## config.mk

```make
export PLATFORM = sky130hd
export DESIGN_NAME = ccnc_div
export DESIGN_NICKNAME = d
export VERILOG_FILES = /design/src/design/ccnc_pkg.sv /design/src/design/ccnc_div.sv
export SDC_FILE = /design/constraint.sdc
export NUM_CORES = 1
export LEC_CHECK = 0
export ABC_AREA = 1
export BUFFER_PORTS_ARGS = -buffer_cell sky130_fd_sc_hd__buf_2
export CORE_MARGIN = 2
export CORE_UTILIZATION = 30
export CTS_BUF_LIST = sky130_fd_sc_hd__clkbuf_8
export DETAILED_ROUTE_END_ITERATION = 8
export PLACE_DENSITY = 0.61
export SLEW_MARGIN = 5
export SYNTH_ARGS = -nofsm -noshare
export SYNTH_HDL_FRONTEND = slang
export SYNTH_SLANG_ARGS = --single-unit
export TNS_END_PERCENT = 10
```

## constraint.sdc

```tcl
create_clock -name aclk -period 2.2 [get_ports aclk]
set_input_delay 0.22 -clock aclk [delete_from_list [all_inputs] [get_ports aclk]]
set_output_delay 0.22 -clock aclk [all_outputs]
set_load 0.005 [all_outputs]
```

## src/design/ccnc_pkg.sv

```systemverilog
// ----------------------------------------------------------------------------
// Capacity-constrained nearest center: shared package
// Widths, request and register codes, the center record type, and the
// helper that clamps the active cluster count.
// ----------------------------------------------------------------------------
package ccnc_pkg;

    // Number of center slots and the widths that follow from it.
    localparam int MAX_CLUSTERS = 16;
    localparam int IDX_W        = $clog2(MAX_CLUSTERS);
    localparam int CNT_W        = $clog2(MAX_CLUSTERS + 1);

    // Field widths.
    localparam int REQ_W   = 2;
    localparam int SLOT_W  = 4;
    localparam int COORD_W = 24;
    localparam int DIFF_W  = COORD_W + 1;
    localparam int SQ_W    = 2 * COORD_W + 1;
    localparam int DIST_W  = 50;
    localparam int CC_W    = 5;
    localparam int PC_W    = 16;
    localparam int FILL_W  = 16;

    // Stream and configuration port widths.
    localparam int S_TDATA_W = 80;
    localparam int M_TDATA_W = 56;
    localparam int CFG_IDX_W = 2;
    localparam int CFG_DAT_W = 16;

    // Request kinds.
    localparam logic [REQ_W-1:0] REQ_LOAD   = 2'd0;
    localparam logic [REQ_W-1:0] REQ_ASSIGN = 2'd1;
    localparam logic [REQ_W-1:0] REQ_START  = 2'd2;

    // Configuration register indexes.
    localparam logic [CFG_IDX_W-1:0] CFG_CLUSTER_COUNT = 2'd0;
    localparam logic [CFG_IDX_W-1:0] CFG_POINT_COUNT   = 2'd1;

    // One stored center.
    typedef struct packed {
        logic [COORD_W-1:0] z;
        logic [COORD_W-1:0] y;
        logic [COORD_W-1:0] x;
    } center_t;

    // Clamp the programmed cluster count to 1..MAX_CLUSTERS.
    function automatic logic [CNT_W-1:0] active_count(input logic [CC_W-1:0] cc);
        logic [CNT_W-1:0] n;
        if (cc == '0) begin
            n = CNT_W'(1);
        end else if (int'(cc) > MAX_CLUSTERS) begin
            n = CNT_W'(MAX_CLUSTERS);
        end else begin
            n = CNT_W'(cc);
        end
        return n;
    endfunction

endpackage

```

## src/design/ccnc_div.sv

```systemverilog
// ----------------------------------------------------------------------------
// Capacity divider
// Restoring divider, one quotient bit per cycle, that works out
// point_count divided by the active cluster count.
// ----------------------------------------------------------------------------
module ccnc_div (
    input  logic                        aclk,
    input  logic                        aresetn,
    input  logic                        start,
    input  logic [ccnc_pkg::PC_W-1:0]   dividend,
    input  logic [ccnc_pkg::CNT_W-1:0]  divisor,
    output logic                        busy,
    output logic [ccnc_pkg::PC_W-1:0]   quotient
);
    import ccnc_pkg::*;

    localparam int STEP_W = $clog2(PC_W + 1);

    logic                busy_reg,  busy_next;
    logic [STEP_W-1:0]   step_reg,  step_next;
    logic [CNT_W-1:0]    rem_reg,   rem_next;
    logic [PC_W-1:0]     quot_reg,  quot_next;
    logic [CNT_W-1:0]    dvsr_reg,  dvsr_next;
    logic [CNT_W:0]      trial;

    // One restoring step: shift in the next dividend bit and try a subtract.
    always_comb begin
        busy_next = busy_reg;
        step_next = step_reg;
        rem_next  = rem_reg;
        quot_next = quot_reg;
        dvsr_next = dvsr_reg;
        trial     = {rem_reg, quot_reg[PC_W-1]};
        if (start) begin
            busy_next = 1'b1;
            step_next = '0;
            rem_next  = '0;
            quot_next = dividend;
            dvsr_next = divisor;
        end else if (busy_reg) begin
            if (trial >= {1'b0, dvsr_reg}) begin
                rem_next  = CNT_W'(trial - {1'b0, dvsr_reg});
                quot_next = {quot_reg[PC_W-2:0], 1'b1};
            end else begin
                rem_next  = trial[CNT_W-1:0];
                quot_next = {quot_reg[PC_W-2:0], 1'b0};
            end
            step_next = step_reg + STEP_W'(1);
            if (step_reg == STEP_W'(PC_W - 1)) begin
                busy_next = 1'b0;
            end
        end
    end

    // The quotient register holds the capacity, one after reset.
    always_ff @(posedge aclk) begin
        if (!aresetn) begin
            busy_reg <= 1'b0;
            step_reg <= '0;
            quot_reg <= PC_W'(1);
        end else begin
            busy_reg <= busy_next;
            step_reg <= step_next;
            quot_reg <= quot_next;
        end
        rem_reg  <= rem_next;
        dvsr_reg <= dvsr_next;
    end

    assign busy     = busy_reg;
    assign quotient = quot_reg;

endmodule

```

==> impl_results.md, run 1 <==
- Fin crit share: 0.756
- Post-Syn Nets: 250
- Final worst slack: 0.536 ns
- Core Region: 5510 um2
- Area of the multi-input gates: 781 um2
- CP Data Arrival Time: 1.85 ns
- RSZ-0062 raised after global routing: false
- Clock sinks: 32
- Cell row count: 27
- CTS tree: done
- Vias: 1462
- Max FO, Critical Path: 7
- Final Hold Fails: 0
- Worst Path Required: 2.39 ns
- # port buffers: 40
- Remaining Overflow, GRT: 0
- Post-CTS Hold Fix Bufs: 0
- First-pass iteration count of the detailed router: 6
- Synth Cell Area: 1710 um2
- Crit path kind: reg -> reg
- Final nets: 291
- Total Neg Setup Slack: 0 ns
- Share of cells above drive strength 1: 0.262
- Crit path time final: 1.66 ns
- Largest net degree at the start of global routing: 16
- Synth Warn #: 0
- Initial DRC Count: 59
- Top Ports: 41
- Layout overhead on the synthesized area: 18.9%
- Final Skew: 0.00730 ns
- Slew headroom: 0.761
- Tot GR Track Use: 0.124
- Vias per cell: 4.40
- Yosys reg bits: 32
- Sequential share of the synthesized area: 0.404
- Die Ht: 79.5 um
- Final Slew Violations: 0
- Die ar.: 6310 um2
- Postcts setup bufs: 0
- DPL Wire Length: 2710 um
- Clk_lat worst skew: 0.29 ns
- Least-Margin Pin Slew: 0.358 ns
- Crit end category: register
- DR WL/cell: 11.2 um
- First-pass GRT wire length: 6000 um
- Bufs and invs on worst path: 2
- Initial Util: 0.310
- Peak supply drop: 0.000330 V
- Antenna Cells: 0
- Final setup fails: 0
- Max FFs per register: 16
- Syn Area/Cell: 7.83 um2
- Register area: 691 um2
- Crit-path slowest cell: fa_1
- Total CTS buffers: 5
- Number of global-route vias before repair: 1344
- Max Fclk: 601 MHz
- Pre-CTS setup slack: 0.539 ns
- Layout Cells excl Fill: 332
- Pwr dens: 651 nW/um2
- # placed instances: 324
- Min Hold Slack: 0.105 ns
- Leakage: 1.05 nW
- DR DRC count: 0
- Distinct cells, synth: 33
- Setup crit start kind: register
- Initial antenna violation count: 0
- Die Width: 79.5 um
- CTS root buf: clkbuf_8
- Status: completed
- CP max stage delay: 0.39 ns
- Clock-pin slew on the worst setup and hold paths: 0.07 ns
- Placer Congestion: 0.812
- CTS Buffer Depth: 2
- Layout filler cell count: 596
- Max Cap Viol: 0
- CP dominant cell by count: nand2_1
- Resize count post-CTS: 0
- Syn Inst Count: 218
- H-tree depth: 2
- Worst min-delay path category: in -> reg
- ANT nets after route: 0
- CP cell instances: inv_1 > ha_1 > inv_1 > fa_1 > nand2_1 > nand2_2 > nand3_4 > nand2_4 > nand2_1 > nand2_1 > nand2_1 > nand2_1
- Drt total wl: 3710 um
- CP top delay family: adder cells
==> layout make-up <==
| cell class | instances | share of cell area |
|---|---|---|
| clock buffer | 5 | 0.0339 |
| clock inverter | 3 | 0.00678 |
| inverter | 47 | 0.0881 |
| multi-input combinational | 132 | 0.384 |
| sequential | 32 | 0.340 |
| tap | 72 | 0.0444 |
| timing repair buffer | 41 | 0.102 |
==> worst register-to-register path, delay by kind of cell (launching register included) <==
kind,cells,cell delay (ns)
simple gates,8,0.55
fa+ha+maj,2,0.54
flops,1,0.32
buf+inv,2,0.15
==> through the flow <==
| stage | total power (W) | instance area (um2) | utilization |
|---|---|---|---|
| 6_report | 0.00132 | 2030 | 0.369 |
| 5_1_grt | 0.00140 | 2030 | 0.369 |
| 4_1_cts | 0.00135 | 2030 | 0.369 |
| 3_5_place_dp | 0.000899 | 1950 | 0.354 |
| 3_3_place_gp | 0.000897 | 1950 | 0.354 |
| 2_1_floorplan | 0.000830 | 1710 | - |
==> synthesized netlist by cell type (all sizes together) <==
cell    count  area share
nand2      61        0.14
inv        47        0.10
dfxtp      27        0.32
o21ai      13       0.038
nor2       11       0.036
nand3      10       0.037
ha          7       0.051
a21oi       6       0.018
buf         6       0.031
edfxtp      5       0.088
o221ai      5       0.044
nor3        4       0.012
o211ai      4       0.026
nand3b      3       0.013
a22oi       2      0.0088
a211oi      1      0.0044
a31oi       1      0.0037
clkbuf      1      0.0022
fa          1       0.012
nor4        1      0.0037
or2         1      0.0037
xor2        1      0.0051
==> cells in the final DEF, fill, tap and decap left out, types with 2 or more instances in the layout <==
| cell type | n |
|---|---|
| nand2_1 | 58 |
| inv_1 | 43 |
| buf_2 | 40 |
| dfxtp_1 | 27 |
| nand3_1 | 9 |
| nor2_1 | 7 |
| o21ai_1 | 7 |
| ha_1 | 7 |
| a21oi_1 | 6 |
| o21ai_0 | 6 |
| o221ai_2 | 5 |
| clkbuf_8 | 5 |
| edfxtp_1 | 5 |
| nor3_1 | 4 |
| inv_2 | 3 |
| o211ai_2 | 3 |
| nand3b_1 | 3 |
| nand2_2 | 2 |
| a22oi_1 | 2 |
| nor2_4 | 2 |
| nor2_2 | 2 |
| clkinv_2 | 2 |
==> report_power, final <==
part,internal [W],switching [W]
registers,0.000629,0.0000213
clock network,0.000215,0.000223
logic,0.0000949,0.000138
==> kinds of logic after synthesis <==
logic type / share of synthesized area
buf+inv: 0.138
simple gates: 0.246
compound gates: 0.143
fa+ha+maj: 0.0630
xor+xnor: 0.00513
flops: 0.404
==> metal layers <==
| layer | up-vias | global-route usage | share of wire |
|---|---|---|---|
| met1 | 661 | 0.141 | 0.43 |
| met3 | 5 | 0.0396 | 0.041 |
| met4 | 0 | 0.0466 | 0.015 |
| li1 | 770 | - | - |
| met5 | - | 0 | 0 |
| met2 | 26 | 0.214 | 0.51 |
==> final timing paths <==
path | from | end | slack [ns] | cells past startpoint
setup reg to reg | quotient[15] | rem_reg[0] | 0.54 | 12
setup / recovery | quotient[15] | rem_reg[0] | 0.54 | 12
hold reg to reg | rem_reg[4] | rem_reg[4] | 0.46 | 2
hold / removal | divisor[3] | dvsr_reg[3] | 0.10 | 1
Note: power is estimated with default switching activity, not from simulation.
==> run 2: changes to the inputs <==
--- a/config.mk
+++ b/config.mk
@@ -11,7 +11,7 @@
 export CORE_UTILIZATION = 30
 export CTS_BUF_LIST = sky130_fd_sc_hd__clkbuf_8
 export DETAILED_ROUTE_END_ITERATION = 8
-export PLACE_DENSITY = 0.61
+export PLACE_DENSITY = 0.63
 export SLEW_MARGIN = 5
 export SYNTH_ARGS = -nofsm -noshare
 export SYNTH_HDL_FRONTEND = slang
==> constraint.sdc (replaced) <==
create_clock -name aclk -period 1.5 [get_ports aclk]
set_input_delay 0.15 -clock aclk [delete_from_list [all_inputs] [get_ports aclk]]
set_output_delay 0.15 -clock aclk [all_outputs]
set_load 0.005 [all_outputs]
==> impl_results.md, run 2 (same netlist as run 1, synthesis figures left out) <==
- CP dominant cell by count: nand2_1
- Final worst slack: -0.0639 ns
- Worst Path Required: 1.68 ns
- DR DRC count: 0
- Final setup fails: 5
- Initial antenna violation count: 0
- Finished Cell Area: 2160 um2
- Final Slew Violations: 0
- Final nets: 301
- FF-to-FF path depth: 12
- # port buffers: 40
- Share of cells above drive strength 1: 0.315
- RSZ-0062 raised after global routing: true
- Pwr Total: 0.00215 W
- Clock sinks: 32
- Drt total wl: 3820 um
- Top Ports: 41
- Pwr dens: 997 nW/um2
- H-tree depth: 2
- First-pass iteration count of the detailed router: 4
- Antenna Cells: 0
- Die ar.: 6310 um2
- Final Hold Fails: 0
- DR WL/cell: 11.2 um
- CP top delay family: simple AND/OR/NAND/NOR gates
- Leakage: 1.12 nW
- Fin crit share: 1.04
- Die Width: 79.5 um
- CP cell instances: inv_2 > ha_4 > inv_2 > fa_2 > nand2_2 > nand2_4 > nand3_4 > nand2_4 > nand2_1 > nand2_1 > nand2_1 > nand2_1
- Core Region: 5510 um2
- Crit path time final: 1.56 ns
- Max Cap Viol: 0
- First-pass GRT wire length: 6350 um
- ANT nets after route: 0
- Cell row count: 27
- Max FO, Critical Path: 7
- Most common cell after layout, fill and taps aside: nand2_1
- Total CTS buffers: 5
- Max FFs per register: 16
- Status: finished with violations
- Vias: 1512
- Bufs and invs on worst path: 2
- CTS Buffer Depth: 2
- Remaining Overflow, GRT: 0
- Reg2reg setup slack: -0.06 ns
- Placer Congestion: 0.794
- CP Data Arrival Time: 1.75 ns
- Crit-path slowest cell: fa_2
- Die Ht: 79.5 um
- Crit path kind: reg -> reg
- Reg-to-reg critical path endpoint: rem_reg[0]
- Initial DRC Count: 56
- DPL Wire Length: 2830 um
- Largest net degree at the start of global routing: 16
- Final Skew: 0.00512 ns
- Peak supply drop: 0.000495 V
- Number of global-route vias before repair: 1442
- Most frequent cells in the layout: 56 x nand2_1, 42 x inv_1, 40 x buf_2
- Gr busiest metal: met2
- Max Fclk: 639 MHz
- HP Start: divisor[3]
- Clock-pin slew on the worst setup and hold paths: 0.06 ns
- Area after DPL: 2000 um2
- Hold Crit Depth: 1
- Least-Margin Pin Slew: 0.354 ns
- Worst r2r src: quotient[15]
- CTS tree: done
- Tot GR Track Use: 0.129
- Worst min-delay path category: in -> reg
- Clk_lat worst skew: 0.29 ns
- Setup crit start kind: register
- Post-CTS Hold Fix Bufs: 0
- CP max stage delay: 0.35 ns
- Initial Util: 0.310
- CTS root buf: clkbuf_8
- Layout overhead on the synthesized area: 26.3%
- Met3 GRT Util: 0.0305
- Vias per cell: 4.42
- Hold path endpoint: dvsr_reg[3]
- Slew headroom: 0.763
- M2 GR Usage: 0.213
- Met1 Use GR: 0.156
- Failing checks: negative setup slack
- Crit end category: register
## run 2: cell types whose count changed in the layout (fill, tap and decap cells not counted), sizes merged
cell,before,now
buf,41,51
inv,47,48
bufinv,0,1
clkinv,3,1
## run 2: area by class of cell
cell class	count	area (um2)
fill	588	3350
multi-input combinational	132	806
sequential	32	692
timing repair buffer	51	283
inverter	47	179
tap	72	90.1
clock buffer	5	68.8
clock inverter	3	38.8
## run 2: routing by layer
layer | vias up | routed length [um]
met4 | 0 | 107
met2 | 22 | 1840
li1 | 794 | -
met3 | 9 | 118
met5 | - | 0
met1 | 687 | 1750
## run 2: report_power, final
group          switching (W)  leakage (nW)  total, W  internal, W
Clock               0.000323        0.0593  0.000809     0.000486
Sequential         0.0000287         0.271  0.000951     0.000923
Combinational       0.000222         0.788  0.000391     0.000169
Total               0.000574          1.12   0.00215      0.00158
## run 2: how the worst max path moves through the flow
stage	from	to	slack, ns	depth (start not counted)
after detailed placement	quotient[15]	rem_reg[2]	-0.05	12
after floorplan	quotient[15]	rem_reg[2]	0.008	12
final	quotient[15]	rem_reg[0]	-0.06	12
after global routing	quotient[15]	rem_reg[2]	-0.16	12
after CTS	quotient[15]	rem_reg[2]	-0.05	12
after global placement	quotient[15]	rem_reg[0]	-0.01	12
## run 2: timing repair
item                                    4_1_cts  5_1_grt
resized for setup                             5        2
endpoints found under the setup margin        4        6
pin swaps                                     6        4
buffers inserted                              1        2
gates cloned                                  0        0
## run 2: per-stage QoR
step                      hold slack [ns]  setup TNS (ns)  worst slack [ns]   util  std cells
after floorplan                     0.249               0           0.00799      -        218
after global placement              0.326         -0.0231           -0.0129  0.364        331
after detailed placement            0.329         -0.0970           -0.0477  0.364        331
after CTS                          0.0337         -0.0840           -0.0483  0.388        340
after global routing               0.0295          -0.737            -0.161  0.392        342
final                              0.0382          -0.156           -0.0639  0.392        342
